==> config.mk <==
export PLATFORM = sky130hd
export DESIGN_NAME = hid_boot_report_decoder
export DESIGN_NICKNAME = d
export VERILOG_FILES = /design/src/rtl/core/hbrd_pkg.sv /design/src/rtl/core/hbrd_front.sv /design/src/rtl/core/hbrd_queue.sv /design/src/rtl/core/hbrd_back.sv /design/src/rtl/core/hid_boot_report_decoder.sv
export VERILOG_INCLUDE_DIRS = /design/src /design/src/rtl/core
export SDC_FILE = /design/constraint.sdc
export NUM_CORES = 1
export LEC_CHECK = 0
export BUFFER_PORTS_ARGS = -buffer_cell sky130_fd_sc_hd__buf_2
export CAP_MARGIN = 20
export CORE_MARGIN = 2
export CORE_UTILIZATION = 59
export CTS_CLUSTER_SIZE = 25
export DETAILED_ROUTE_END_ITERATION = 12
export PLACE_DENSITY = 0.78
export SLEW_MARGIN = 40
export SYNTH_ARGS = -nofsm -noshare
export SYNTH_HDL_FRONTEND = slang
export SYNTH_SLANG_ARGS = --single-unit
==> constraint.sdc <==
create_clock -name aclk -period 13.54 [get_ports aclk]
set_input_delay 2.708 -clock aclk [delete_from_list [all_inputs] [get_ports aclk]]
set_output_delay 2.708 -clock aclk [all_outputs]
set_load 0.02 [all_outputs]
==> src/rtl/core/hid_boot_report_decoder_macros.svh <==
// Shared assertion macros for the HID boot report decoder
`ifndef HID_BOOT_REPORT_DECODER_MACROS_SVH
`define HID_BOOT_REPORT_DECODER_MACROS_SVH

// expression holds at every edge outside reset
`define HBRD_ASSERT_HOLDS(label, clk, rstn, expr, msg) \
    label: assert property (@(posedge clk) disable iff (!rstn) (expr)) else $error(msg);

// antecedent at one edge implies consequent at the next
`define HBRD_ASSERT_NEXT(label, clk, rstn, ante, cons, msg) \
    label: assert property (@(posedge clk) disable iff (!rstn) (ante) |=> (cons)) \
        else $error(msg);

`endif

==> src/rtl/core/hbrd_pkg.sv <==
package hbrd_pkg;

    // item kinds carried on tuser
    localparam logic [2:0] KIND_REPORT   = 3'd0;
    localparam logic [2:0] KIND_POP_KEY  = 3'd1;
    localparam logic [2:0] KIND_READ_AX  = 3'd2;
    localparam logic [2:0] KIND_READ_BTN = 3'd3;
    localparam logic [2:0] KIND_SET_LEDS = 3'd4;

    // device kinds in the config register
    localparam logic [1:0] DEV_KEYBOARD = 2'd1;
    localparam logic [1:0] DEV_MOUSE    = 2'd2;

    localparam int DEF_MAX_KEYS    = 6;
    localparam int DEF_MAX_BUTTONS = 8;
    localparam int AXIS_SLOTS      = 3;
    localparam int POS_W           = 4;
    localparam logic [POS_W-1:0] POS_LIMIT = 4'd8;
    localparam int QUEUE_DEPTH     = 2;

    // classified beat handed from front to back
    typedef struct packed {
        logic [2:0] kind;
        logic [7:0] byte_val;
        logic [2:0] item_idx;
        logic       pos0;
        logic       pos1;
        logic       pos2;
        logic       pos3;
        logic       key_slot;   // positions 2 to 7
    } op_t;

    // queue status seen by the front and back
    typedef struct packed {
        logic full;
        logic not_empty;
    } q_stat_t;

endpackage

==> src/rtl/core/hbrd_front.sv <==
module hbrd_front (
    input  logic            aclk,
    input  logic            aresetn,
    input  logic            s_tvalid,
    output logic            s_tready,
    input  logic [15:0]     s_tdata,    // byte_value[7:0], item_index[10:8], zeros
    input  logic [2:0]      s_tuser,    // kind
    input  logic            s_tlast,    // last_byte
    input  hbrd_pkg::q_stat_t q_stat,
    output logic            push,
    output hbrd_pkg::op_t   push_op
);
    import hbrd_pkg::*;

    logic [POS_W-1:0] pos_reg, pos_next;

    assign s_tready = !q_stat.full;
    assign push     = s_tvalid && s_tready;

    // byte position: advances on report beats, saturates, cleared by tlast on a report beat
    always_comb begin
        pos_next = pos_reg;
        if (push && s_tuser == KIND_REPORT) begin
            if (s_tlast) begin
                pos_next = '0;
            end else if (pos_reg < POS_LIMIT) begin
                pos_next = pos_reg + 4'd1;
            end
        end
    end

    always_ff @(posedge aclk) begin
        if (!aresetn) begin
            pos_reg <= '0;
        end else begin
            pos_reg <= pos_next;
        end
    end

    // classify the beat
    always_comb begin
        push_op.kind     = s_tuser;
        push_op.byte_val = s_tdata[7:0];
        push_op.item_idx = s_tdata[10:8];
        push_op.pos0     = (pos_reg == 4'd0);
        push_op.pos1     = (pos_reg == 4'd1);
        push_op.pos2     = (pos_reg == 4'd2);
        push_op.pos3     = (pos_reg == 4'd3);
        push_op.key_slot = (pos_reg >= 4'd2) && (pos_reg < POS_LIMIT);
    end

endmodule

==> src/rtl/core/hbrd_queue.sv <==
`include "hid_boot_report_decoder_macros.svh"

module hbrd_queue (
    input  logic              aclk,
    input  logic              aresetn,
    input  logic              push,
    input  hbrd_pkg::op_t     push_op,
    input  logic              pop,
    output hbrd_pkg::op_t     pop_op,
    output hbrd_pkg::q_stat_t q_stat
);
    import hbrd_pkg::*;

    localparam int PTR_W = (QUEUE_DEPTH > 1) ? $clog2(QUEUE_DEPTH) : 1;
    localparam int CNT_W = $clog2(QUEUE_DEPTH + 1);

    op_t              mem_reg [QUEUE_DEPTH];
    logic [PTR_W-1:0] wr_ptr_reg, wr_ptr_next;
    logic [PTR_W-1:0] rd_ptr_reg, rd_ptr_next;
    logic [CNT_W-1:0] cnt_reg, cnt_next;

    assign pop_op           = mem_reg[rd_ptr_reg];
    assign q_stat.full      = (cnt_reg == CNT_W'(QUEUE_DEPTH));
    assign q_stat.not_empty = (cnt_reg != '0);

    // pointer and count update
    always_comb begin
        wr_ptr_next = wr_ptr_reg;
        rd_ptr_next = rd_ptr_reg;
        cnt_next    = cnt_reg;
        if (push) begin
            wr_ptr_next = (wr_ptr_reg == PTR_W'(QUEUE_DEPTH - 1)) ? '0 : wr_ptr_reg + 1'b1;
        end
        if (pop) begin
            rd_ptr_next = (rd_ptr_reg == PTR_W'(QUEUE_DEPTH - 1)) ? '0 : rd_ptr_reg + 1'b1;
        end
        if (push && !pop) begin
            cnt_next = cnt_reg + 1'b1;
        end else if (pop && !push) begin
            cnt_next = cnt_reg - 1'b1;
        end
    end

    always_ff @(posedge aclk) begin
        if (!aresetn) begin
            wr_ptr_reg <= '0;
            rd_ptr_reg <= '0;
            cnt_reg    <= '0;
        end else begin
            wr_ptr_reg <= wr_ptr_next;
            rd_ptr_reg <= rd_ptr_next;
            cnt_reg    <= cnt_next;
        end
    end

    // entry storage
    always_ff @(posedge aclk) begin
        if (push) begin
            mem_reg[wr_ptr_reg] <= push_op;
        end
    end

    `HBRD_ASSERT_HOLDS(a_q_no_underflow, aclk, aresetn, !pop || cnt_reg != '0,
        "queue popped while empty")
    `HBRD_ASSERT_HOLDS(a_q_no_overflow, aclk, aresetn, cnt_reg <= CNT_W'(QUEUE_DEPTH),
        "queue count above depth")
    `HBRD_ASSERT_NEXT(a_q_count_up, aclk, aresetn, push && !pop,
        cnt_reg == $past(cnt_reg) + 1'b1, "queue count did not follow push")

endmodule

==> src/rtl/core/hbrd_back.sv <==
`include "hid_boot_report_decoder_macros.svh"

module hbrd_back #(
    parameter int MAX_KEYS    = hbrd_pkg::DEF_MAX_KEYS,
    parameter int MAX_BUTTONS = hbrd_pkg::DEF_MAX_BUTTONS
) (
    input  logic              aclk,
    input  logic              aresetn,
    input  logic              cfg_we,
    input  logic [1:0]        cfg_wdata,
    input  hbrd_pkg::q_stat_t q_stat,
    input  hbrd_pkg::op_t     pop_op,
    output logic              pop,
    output logic              m_tvalid,
    input  logic              m_tready,
    output logic [31:0]       m_tdata
);
    import hbrd_pkg::*;

    localparam int KEY_IDX_W = (MAX_KEYS > 1) ? $clog2(MAX_KEYS) : 1;
    localparam int BTN_IDX_W = (MAX_BUTTONS > 1) ? $clog2(MAX_BUTTONS) : 1;

    logic [1:0] dev_reg;
    logic [7:0] led_reg, led_next;
    logic [7:0] key_list_reg [MAX_KEYS];
    logic [7:0] key_list_next [MAX_KEYS];
    logic [2:0] key_total_reg, key_total_next;
    logic [3:0] btn_list_reg [MAX_BUTTONS];
    logic [3:0] btn_list_next [MAX_BUTTONS];
    logic [3:0] btn_total_reg, btn_total_next;
    logic [7:0] axis_list_reg [AXIS_SLOTS];
    logic [7:0] axis_list_next [AXIS_SLOTS];
    logic [1:0] axis_total_reg, axis_total_next;
    logic [7:0] held_x_reg, held_x_next;
    logic [8:0] read_val;
    logic       m_valid_reg;
    logic [31:0] m_data_reg;

    // take a beat when the output slot is free or being drained
    assign pop      = q_stat.not_empty && (!m_valid_reg || m_tready);
    assign m_tvalid = m_valid_reg;
    assign m_tdata  = m_data_reg;

    // execute one op against the decoder state
    always_comb begin
        led_next        = led_reg;
        key_list_next   = key_list_reg;
        key_total_next  = key_total_reg;
        btn_list_next   = btn_list_reg;
        btn_total_next  = btn_total_reg;
        axis_list_next  = axis_list_reg;
        axis_total_next = axis_total_reg;
        held_x_next     = held_x_reg;
        read_val        = '0;
        unique case (pop_op.kind)
            KIND_REPORT: begin
                if (dev_reg == DEV_KEYBOARD) begin
                    if (pop_op.pos0) begin
                        led_next = {5'b0, pop_op.byte_val[0], pop_op.byte_val[2],
                                    pop_op.byte_val[1]};
                        key_total_next = '0;
                    end else if (pop_op.key_slot && pop_op.byte_val != 8'd0
                                 && key_total_reg < 3'(MAX_KEYS)) begin
                        key_list_next[key_total_reg[KEY_IDX_W-1:0]] = pop_op.byte_val;
                        key_total_next = key_total_reg + 3'd1;
                    end
                end else if (dev_reg == DEV_MOUSE) begin
                    if (pop_op.pos0) begin
                        // rank set bits into button numbers
                        btn_total_next = '0;
                        for (int b = 0; b < 8; b++) begin
                            if (pop_op.byte_val[b] && btn_total_next < 4'(MAX_BUTTONS)) begin
                                btn_list_next[btn_total_next[BTN_IDX_W-1:0]] = 4'(b + 1);
                                btn_total_next = btn_total_next + 4'd1;
                            end
                        end
                    end else if (pop_op.pos1) begin
                        held_x_next = pop_op.byte_val;
                    end else if (pop_op.pos2) begin
                        axis_list_next[0] = held_x_reg;
                        axis_list_next[1] = pop_op.byte_val;
                        axis_total_next   = 2'd2;
                    end else if (pop_op.pos3) begin
                        axis_list_next[2] = pop_op.byte_val;
                        axis_total_next   = 2'd3;
                    end
                end
            end
            KIND_POP_KEY: begin
                if (key_total_reg == 3'd0) begin
                    read_val = 9'h1FF;
                end else begin
                    read_val = {1'b0, key_list_reg[0]};
                    for (int i = 0; i < MAX_KEYS - 1; i++) begin
                        key_list_next[i] = key_list_reg[i + 1];
                    end
                    key_total_next = key_total_reg - 3'd1;
                end
            end
            KIND_READ_AX: begin
                if ({1'b0, pop_op.item_idx} < {2'b0, axis_total_reg}) begin
                    read_val = {axis_list_reg[pop_op.item_idx[1:0]][7],
                                axis_list_reg[pop_op.item_idx[1:0]]};
                end
            end
            KIND_READ_BTN: begin
                if ({1'b0, pop_op.item_idx} < btn_total_reg) begin
                    read_val = {5'b0, btn_list_reg[pop_op.item_idx[BTN_IDX_W-1:0]]};
                end
            end
            KIND_SET_LEDS: begin
                led_next = pop_op.byte_val;
            end
            default: begin
            end
        endcase
    end

    // config register and decoder state
    always_ff @(posedge aclk) begin
        if (!aresetn) begin
            dev_reg        <= '0;
            led_reg        <= '0;
            key_total_reg  <= '0;
            btn_total_reg  <= '0;
            axis_total_reg <= '0;
            held_x_reg     <= '0;
            for (int i = 0; i < MAX_KEYS; i++) key_list_reg[i] <= '0;
            for (int i = 0; i < MAX_BUTTONS; i++) btn_list_reg[i] <= '0;
            for (int i = 0; i < AXIS_SLOTS; i++) axis_list_reg[i] <= '0;
        end else begin
            if (cfg_we) begin
                dev_reg <= cfg_wdata;
            end
            if (pop) begin
                led_reg        <= led_next;
                key_list_reg   <= key_list_next;
                key_total_reg  <= key_total_next;
                btn_list_reg   <= btn_list_next;
                btn_total_reg  <= btn_total_next;
                axis_list_reg  <= axis_list_next;
                axis_total_reg <= axis_total_next;
                held_x_reg     <= held_x_next;
            end
        end
    end

    // output beat register
    always_ff @(posedge aclk) begin
        if (!aresetn) begin
            m_valid_reg <= 1'b0;
        end else if (pop) begin
            m_valid_reg <= 1'b1;
        end else if (m_tready) begin
            m_valid_reg <= 1'b0;
        end
    end

    always_ff @(posedge aclk) begin
        if (pop) begin
            m_data_reg <= {6'b0, axis_total_next, btn_total_next, key_total_next,
                           led_next, read_val};
        end
    end

    `HBRD_ASSERT_HOLDS(a_keys_bounded, aclk, aresetn, key_total_reg <= 3'(MAX_KEYS),
        "key count above limit")
    `HBRD_ASSERT_HOLDS(a_btns_bounded, aclk, aresetn, btn_total_reg <= 4'(MAX_BUTTONS),
        "button count above limit")
    `HBRD_ASSERT_HOLDS(a_axes_pairs, aclk, aresetn, axis_total_reg != 2'd1,
        "single valid axis recorded")
    `HBRD_ASSERT_NEXT(a_pop_fills_out, aclk, aresetn, pop, m_valid_reg,
        "executed beat not presented")

endmodule

==> src/rtl/core/hid_boot_report_decoder.sv <==
// An accepted beat is queued, then executed by the back end into the register behind m_tvalid.
// Throughput: one beat per cycle unless the queue is full; the two-entry queue between the
// classifier and the executing back end lets input flow for two beats while output stalls.
// Reset (aresetn low, synchronous): LEDs, key, button and axis state, byte position,
// device kind and the queue all clear; no clearing pass is needed afterwards.
module hid_boot_report_decoder #(
    parameter int MAX_KEYS    = hbrd_pkg::DEF_MAX_KEYS,
    parameter int MAX_BUTTONS = hbrd_pkg::DEF_MAX_BUTTONS
) (
    input  logic        aclk,
    input  logic        aresetn,
    input  logic        cfg_we,
    input  logic [1:0]  cfg_wdata,     // device_kind
    input  logic        s_tvalid,
    output logic        s_tready,
    input  logic [15:0] s_tdata,       // byte_value[7:0], item_index[10:8], zeros
    input  logic [2:0]  s_tuser,       // kind
    input  logic        s_tlast,       // last_byte
    output logic        m_tvalid,
    input  logic        m_tready,
    output logic [31:0] m_tdata        // read_value[8:0], led_state[16:9], keys_held[19:17],
                                       // buttons_held[23:20], axes_valid[25:24], zeros
);
    import hbrd_pkg::*;

    q_stat_t q_stat;
    op_t     push_op;
    op_t     pop_op;
    logic    push;
    logic    pop;

    hbrd_front u_front (
        .aclk     (aclk),
        .aresetn  (aresetn),
        .s_tvalid (s_tvalid),
        .s_tready (s_tready),
        .s_tdata  (s_tdata),
        .s_tuser  (s_tuser),
        .s_tlast  (s_tlast),
        .q_stat   (q_stat),
        .push     (push),
        .push_op  (push_op)
    );

    hbrd_queue u_queue (
        .aclk     (aclk),
        .aresetn  (aresetn),
        .push     (push),
        .push_op  (push_op),
        .pop      (pop),
        .pop_op   (pop_op),
        .q_stat   (q_stat)
    );

    hbrd_back #(
        .MAX_KEYS    (MAX_KEYS),
        .MAX_BUTTONS (MAX_BUTTONS)
    ) u_back (
        .aclk      (aclk),
        .aresetn   (aresetn),
        .cfg_we    (cfg_we),
        .cfg_wdata (cfg_wdata),
        .q_stat    (q_stat),
        .pop_op    (pop_op),
        .pop       (pop),
        .m_tvalid  (m_tvalid),
        .m_tready  (m_tready),
        .m_tdata   (m_tdata)
    );

endmodule
==> impl_metrics.toml, run 1 <==
[yosys]
synthArstFlopShare = 0
ys_seq_area_frac = 0.457
yosys_register_bits = 205
synth_edf_count = 64
yosysWarnings = 0
synthFlopType = "dfxtp_1"
ys_types = 86
netlist_area_um2 = 10400
netlist_instances = 1130
synth.avg_cell_area_um2 = 9.19

[timing]
grt_setup_unrepaired = "no"
fin_crit_sh = 0.526
slew_headroom = 0.475
setup_ws_ps = 6420
finalSetupTns_ps = 0
fmax_mhz = 140
tightestPinTransition_ps = 782
hold_slack_ps = 460
slew_violations = 0
finalHoldViolCount = 0
clock_skew_ps = 21.8
period_minus_slack_ps = 7120
setup_violations = 0

[cells_and_area]
largest_reg_flops = 48
stdcell_count = 1391
design_area_um2 = 11500
layout_common_cells = "141 x dfxtp_1, 138 x nor2_1, 118 x nand2_1, 79 x a211oi_1, 69 x a21oi_1"
diodes = 0
syn2layout_area_growth_pct = 10.6
nets = 1197
drive_above_1_share = 0.132
final_common_cell = "dfxtp_1"

[place]
dp_hpwl_um = 17600
place_area_um2 = 10800
io_buffer_count = 49
place_congestion = 0.962
dpl.cell_count = 1351
post-place-ws_ps = 6620

[grt]
overflow = 0
grt_most_used_layer = "met2"
antenna_found_initial = 1
grt_pass1_vias = 7980
grt_pass1_wl_um = 41800
grt_util_met1 = 0.404
use_met2 = 0.423
use_met3 = 0.0526
grtUsageTotal = 0.282
grt_max_degree = 99

[clocking]
cts_tree = "built"
cts.clk_slew.worst_paths_ps = 60
cts_made_buffers = 22
post_cts_resize_count = 0
hold_buffers = 0
clock_path_buffers = 3
clk_latency_ps = 520
clock_sinks = 205
root_buffer = "clkbuf_16"
cts_htree_levels = 1
postCtsSetupRepairBufs = 0

[routing]
drc = 0
postRouteAntennaNets = 0
dr.pass1.iters = 5
drt_wl_total_um = 26200
wire_per_inst_um = 18.8
drt_iter0_drc = 968
num_vias = 8862
routed_via_density = 6.37

[power_and_ir_drop]
peakVddDrop_v = 0.000130
power_leakage_nw = 3.91
p_per_area_nw_per_um2 = 239

[worst_setup_path]
r2r_setup_slack_ps = 6420
arrival_ps = 7360
worstSetupPathType = "register to register"
critPathLaunchType = "register"
end_kind = "register"
cp_data_required_time_ps = 13780
cp_max_fo = 33

[hold_path]
hp-class = "register to register"

[floorplanning]
core_area_um2 = 17200
row_count = 48
start_util = 0.602
io_pins = 61
die_h_um = 137
die_area_um2 = 18700
die_width_um = 137

[run_status]
status = "finished, final reports clean"

[flow_run]
cap_viol_max_count = 0
[synth_stat cells (25+ instances only)]
| master | n | share of area |
|---|---|---|
| a211oi_1 | 79 | 0.057 |
| a21oi_1 | 69 | 0.033 |
| a32oi_1 | 32 | 0.027 |
| clkbuf_1 | 43 | 0.016 |
| dfxtp_1 | 141 | 0.27 |
| edfxtp_1 | 64 | 0.19 |
| inv_1 | 25 | 0.0090 |
| mux2i_1 | 30 | 0.029 |
| nand2_1 | 118 | 0.043 |
| nand3_1 | 32 | 0.015 |
| nor2_1 | 140 | 0.051 |
| o21ai_0 | 50 | 0.024 |
[cell type report]
cell class / instances / area [um2]
inverters: 31 / 120
multi-input cells: 822 / 5220
flip-flops and latches: 205 / 4740
repair buffers: 68 / 395
fillers: 1369 / 5750
clock buffers: 35 / 661
clock inverters: 5 / 62.6
well taps: 225 / 282
[logic make-up after synthesis]
group,synth area share
xor gates and xnor gates,0.0178
buffers and inverters,0.0465
AOI/OAI and AO/OA,0.224
adders and majority gates,0.0248
DFF,0.457
other,0.000361
muxes,0.0452
and+or+nand+nor,0.184
[critical path: stages (launching register included)]
cell      delay (ps)
dfxtp_1          340
buf_4            440
mux2i_1          260
buf_4            240
clkinv_1         390
fa_1            1080
ha_1             340
nand2_1          170
and2_1           260
inv_1            140
ha_1             290
nand2_1           60
a31oi_1           60
nor2_2           300
inv_2            150
ha_1             360
mux2i_4          290
inv_4            130
ha_1             210
nand4_1           80
a31oi_1          100
xnor2_4          380
nor2_1           220
a21boi_0         430
o21ai_0          130
[final timing paths]
path	start	to	cells after the start
max	register	u_back.m_tdata[23]	24
min	u_back.led_reg[3]	u_back.led_reg[3]	2
max reg2reg	register	u_back.m_tdata[23]	24
min reg2reg	u_back.led_reg[3]	u_back.led_reg[3]	2
[layer usage]
metal / vias up / share of wire
met3: 61 / 0.085
met5: - / 0.00050
met1: 4202 / 0.44
met4: 2 / 0.034
li1: 4203 / -
met2: 394 / 0.44
[through the flow]
step	util	power [mW]
finish	0.666	2.74
global placement	0.622	2.10
CTS	0.666	2.72
floorplan	-	1.81
global route	0.666	2.88
detailed placement	0.624	2.12
[where the power goes]
group,internal (mW),total (mW),switching (mW)
sequential,0.754,0.798,0.0446
clock,0.355,0.595,0.240
combinational,0.423,1.35,0.926
total,1.53,2.74,1.21
Note: power is estimated with default switching activity, not from simulation.
==> run 2, diff against run 1 <==
==> constraint.sdc (replaced) <==
create_clock -name aclk -period 7 [get_ports aclk]
set_input_delay 1.4 -clock aclk [delete_from_list [all_inputs] [get_ports aclk]]
set_output_delay 1.4 -clock aclk [all_outputs]
set_load 0.02 [all_outputs]
==> run 2 against run 1 <==
Net effect:
- maximum frequency up 12%
- worst hold slack worse by 8.2 ps
- critical path depth down 1
- register-to-register slack worse by 5800 ps
- sequential power up 97%
- power up 92%
- final area down 0.12%
- non-clock buffer count down 1
- setup slack worse by 5800 ps
- clock-buffer cell count down 4
- highest routed layer is now met4
==> impl_metrics.toml, run 2 (same netlist as run 1, synthesis figures left out) <==
[run_status]
status = "finished, final reports clean"

[timing]
fin_crit_sh = 0.911
finalSetupTns_ps = 0
fmax_mhz = 157
setup_violations = 0
tightestPinTransition_ps = 743
clock_skew_ps = 16.2
slew_headroom = 0.495
grt_setup_unrepaired = "no"
finalHoldViolCount = 0
slew_violations = 0
hold_slack_ps = 452
period_minus_slack_ps = 6370

[worst_setup_path]
crit_chain = "mux2i_1, buf_4, clkinv_1, fa_2, ha_1, nand2_1, and2_1, inv_1, ha_1, nand2_1, a31oi_1, nor2_2, inv_2, ha_1, mux2i_4, inv_4, ha_1, nand4_1, a31oi_1, xnor2_4, nor2_1, a21boi_0, o21ai_0"
cpPeakStageDelay_ps = 920
cp_data_required_time_ps = 7340
path_delay_family = "adder cells"
worstSetupPathType = "register to register"
reg2reg_to = "u_back.m_tdata[23]"
r2r_setup_slack_ps = 630
end_kind = "register"
crit_slowest_cell = "fa_2"
critPathLaunchType = "register"
arrival_ps = 6720
cp_common_cell = "ha_1"
cp_max_fo = 15
crit_buf_inv = 5
ff2ff_path_depth = 23

[floorplanning]
die_h_um = 137
start_util = 0.602
core_area_um2 = 17200
die_area_um2 = 18700
row_count = 48
io_pins = 61
die_width_um = 137

[routing]
wire_per_inst_um = 19.0
drt_wl_total_um = 26500
drc = 0
dr.pass1.iters = 6
routed_via_density = 6.27
num_vias = 8717
drt_iter0_drc = 1070
postRouteAntennaNets = 0

[place]
io_buffer_count = 49
dp_hpwl_um = 17700
place_congestion = 0.927

[cells_and_area]
nets = 1196
largest_reg_flops = 48
syn2layout_area_growth_pct = 10.5
layout_common_cells = "140 x dfxtp_1, 138 x nor2_1, 118 x nand2_1, 79 x a211oi_1, 69 x a21oi_1"
diodes = 0
n_fill_cell = 1411
final_common_cell = "dfxtp_1"
drive_above_1_share = 0.135

[grt]
grt_pass1_wl_um = 41900
grt_pass1_vias = 7898
grtUsageTotal = 0.285
antenna_found_initial = 1
overflow = 0
grt_max_degree = 83

[clocking]
cts_htree_levels = 1
hold_buffers = 0
postCtsSetupRepairBufs = 0
cts_tree = "built"
clock_path_buffers = 3
clk_latency_ps = 510
root_buffer = "clkbuf_16"
cts.clk_slew.worst_paths_ps = 60
post_cts_resize_count = 0
cts_made_buffers = 22
clock_sinks = 205

[power_and_ir_drop]
power_leakage_nw = 3.89
p_per_area_nw_per_um2 = 459
peakVddDrop_v = 0.000295

[hold_path]
holdPathEnd = "u_back.btn_list_reg[14]"
min_path_cells = 2
hp-class = "register to register"
hp-start = "u_back.btn_list_reg[14]"

[flow_run]
cap_viol_max_count = 0
==> run 2: how the worst max path moves through the flow <==
stage,from,end,slack (ps),cells past startpoint
after CTS,register,u_back.m_tdata[23],290,23
after detailed placement,register,u_back.m_tdata[23],280,23
final,register,u_back.m_tdata[23],630,23
after global placement,register,u_back.m_tdata[23],420,23
after floorplan,register,u_back.btn_list_reg[4],1110,27
after global routing,register,u_back.m_tdata[23],80,23
==> run 2: per-layer routing <==
layer  routed length [um]  vias up  GRT usage
li1                     -     4208          -
met1                11700     4081      0.414
met2                11900      366      0.443
met3                 2080       62     0.0430
met4                  731        0     0.0822
met5                    0        -          0
==> run 2: power by group <==
| group | internal, mW | total (mW) | switching [mW] | leakage, nW |
|---|---|---|---|---|
| Sequential | 1.46 | 1.57 | 0.108 | 1.75 |
| Combinational | 0.820 | 2.58 | 1.76 | 1.80 |
| Clock | 0.661 | 1.12 | 0.461 | 0.337 |
| Total | 2.94 | 5.27 | 2.33 | 3.89 |
==> run 2: worst register-to-register path, cell delays in order (launching register included) <==
cell and delay, ps:
dfxtp_2 540, mux2i_1 230, buf_4 220, clkinv_1 430, fa_2 920, ha_1 290
nand2_1 170, and2_1 240, inv_1 110, ha_1 280, nand2_1 60, a31oi_1 60
nor2_2 280, inv_2 140, ha_1 340, mux2i_4 120, inv_4 150, ha_1 180
nand4_1 80, a31oi_1 370, xnor2_4 180, nor2_1 420, a21boi_0 210, o21ai_0 210
==> run 2: metrics by stage <==
step                cell area (um2)  setup slack, ps  instances  total power [mW]   util
floorplan                     10400             1110       1135              3.49      -
global placement              10700              418       1349              4.05  0.622
detailed placement            10800              284       1350              4.11  0.624
CTS                           11500              292       1390              5.22  0.665
global route                  11500             75.8       1390              5.55  0.666
finish                        11500              625       1390              5.27  0.666
==> run 2: cell type report <==
class / count / area (um2) / share of cell area
clock buffers: 31 / 626 / 0.0545
clock inverters: 9 / 76.3 / 0.00665
inverters: 31 / 120 / 0.0105
multi-input cells: 822 / 5230 / 0.456
flip-flops and latches: 205 / 4750 / 0.414
well taps: 225 / 282 / 0.0245
repair buffers: 67 / 392 / 0.0341
==> run 3, diff against run 2 <==
--- a/config.mk
+++ b/config.mk
@@ -13,7 +13,9 @@
 export CTS_CLUSTER_SIZE = 25
 export DETAILED_ROUTE_END_ITERATION = 12
 export PLACE_DENSITY = 0.78
+export REMOVE_ABC_BUFFERS = 1
 export SLEW_MARGIN = 40
 export SYNTH_ARGS = -nofsm -noshare
 export SYNTH_HDL_FRONTEND = slang
 export SYNTH_SLANG_ARGS = --single-unit
+export TNS_END_PERCENT = 100
==> run 3 against run 2 <==
Net effect:
- critical path depth rose by 1
- maximum frequency is 2.2% higher
- die area is the same
- highest routed layer unchanged
- critical endpoint unchanged
- final area rose by 0.71%
- clock power rose by 11%
- combinational power about the same
- register-to-register slack gained 140 ps
==> impl_metrics.toml, run 3 (same netlist as run 1, synthesis figures left out) <==
[routing]
drc = 0
num_vias = 8717
dr.pass1.iters = 5
drt_wl_total_um = 26100
wire_per_inst_um = 18.8
postRouteAntennaNets = 0
drt_iter0_drc = 773
routed_via_density = 6.26

[place]
dp_hpwl_um = 17400
place_congestion = 0.909
post-place-ws_ps = 850
io_buffer_count = 49
place_area_um2 = 10800
dpl.cell_count = 1352

[grt]
use_met2 = 0.436
grt_max_degree = 70
grtUsageTotal = 0.281
use_met3 = 0.0515
grt_pass1_vias = 7957
grt_most_used_layer = "met2"
overflow = 0
grt_util_met1 = 0.391
grt_pass1_wl_um = 41500
antenna_found_initial = 1

[timing]
fmax_mhz = 160
hold_slack_ps = 453
period_minus_slack_ps = 6240
grt_setup_unrepaired = "no"
slew_headroom = 0.491
setup_violations = 0
tightestPinTransition_ps = 758
slew_violations = 0
finalHoldViolCount = 0
setup_ws_ps = 765
clock_skew_ps = 9.74
fin_crit_sh = 0.891
finalSetupTns_ps = 0

[worst_setup_path]
worstSetupPathType = "register to register"
r2r_setup_slack_ps = 760
end_kind = "register"
reg2reg_to = "u_back.m_tdata[23]"
cp_max_fo = 32
cp_data_required_time_ps = 7240
ff2ff_path_depth = 24
critPathLaunchType = "register"
arrival_ps = 6480

[clocking]
cts_tree = "built"
cts_htree_levels = 1
post_cts_resize_count = 0
cts.clk_slew.worst_paths_ps = 60
clk_latency_ps = 510
clock_sinks = 205
root_buffer = "clkbuf_16"
hold_buffers = 0
cts_made_buffers = 22
postCtsSetupRepairBufs = 0
clock_path_buffers = 3

[cells_and_area]
drive_above_1_share = 0.134
finalCoreUtilization = 0.670
layout_common_cells = "141 x dfxtp_1, 138 x nor2_1, 118 x nand2_1, 79 x a211oi_1, 69 x a21oi_1"
diodes = 0
design_area_um2 = 11600
final_common_cell = "dfxtp_1"
syn2layout_area_growth_pct = 11.3
n_fill_cell = 1406
largest_reg_flops = 48
stdcell_count = 1392
nets = 1198

[floorplanning]
row_count = 48
start_util = 0.602
die_area_um2 = 18700
core_area_um2 = 17200
io_pins = 61
die_width_um = 137
die_h_um = 137

[power_and_ir_drop]
internal-power_mw = 3.04
swShare = 0.436
switchingPower_mw = 2.35
p_clk_frac = 0.230
seq_power_share = 0.287
power_mw = 5.40
power_leakage_nw = 3.94
p_per_area_nw_per_um2 = 467
pwr-share-comb = 0.483
peakVddDrop_v = 0.000293

[hold_path]
hp-start = "u_back.btn_list_reg[14]"
holdPathEnd = "u_back.btn_list_reg[14]"
min_path_cells = 2
hp-class = "register to register"

[flow_run]
cap_viol_max_count = 0

[run_status]
status = "finished, final reports clean"
run 3: layer usage:
layer  share of wire  up-vias  wire, um
met3           0.082       61      2130
met4           0.034        0       875
li1                -     4199         -
met2            0.45      354     11800
met5               0        -         0
met1            0.43     4103     11300
run 3: worst max-delay path, stage by stage, from the launching register on:
cell and delay [ps]:
dfxtp_1 370, buf_4 450, mux2i_4 320, inv_2 210, fa_1 540, buf_4 220
ha_1 260, nand2_1 170, and2_1 240, inv_1 120, ha_1 290, nand2_1 60
a31oi_1 60, nor2_2 310, inv_2 150, ha_1 350, mux2i_4 270, inv_4 120
ha_1 200, nand4_1 60, a31oi_1 100, xnor2_4 360, nor2_1 220, a21boi_0 370
o21ai_0 120
run 3: cell type report:
| type | count | area [um2] | share of cell area |
|---|---|---|---|
| timing repair buffer | 69 | 407 | 0.0352 |
| inverter | 31 | 124 | 0.0107 |
| sequential | 205 | 4740 | 0.411 |
| clock inverter | 16 | 218 | 0.0188 |
| multi-input combinational | 822 | 5220 | 0.452 |
| tap | 225 | 282 | 0.0244 |
| clock buffer | 24 | 558 | 0.0483 |
run 3: how the worst max path moves through the flow:
stage / startpoint / end / slack [ps] / cells after the start
after CTS: register / u_back.m_tdata[23] / 830 / 24
final: register / u_back.m_tdata[23] / 760 / 24
after global routing: register / u_back.m_tdata[23] / 240 / 24
after global placement: register / u_back.m_tdata[23] / 890 / 24
after floorplan: register / u_back.btn_list_reg[4] / 390 / 22
after detailed placement: register / u_back.m_tdata[23] / 850 / 24
run 3: power groups by stage:
stage | sequential, mW | clock (mW) | combinational, mW
floorplan | 1.68 | 0 | 1.73
global placement | 1.57 | 0 | 2.50
detailed placement | 1.57 | 0 | 2.54
CTS | 1.55 | 1.26 | 2.56
global route | 1.57 | 1.31 | 2.81
finish | 1.55 | 1.24 | 2.60
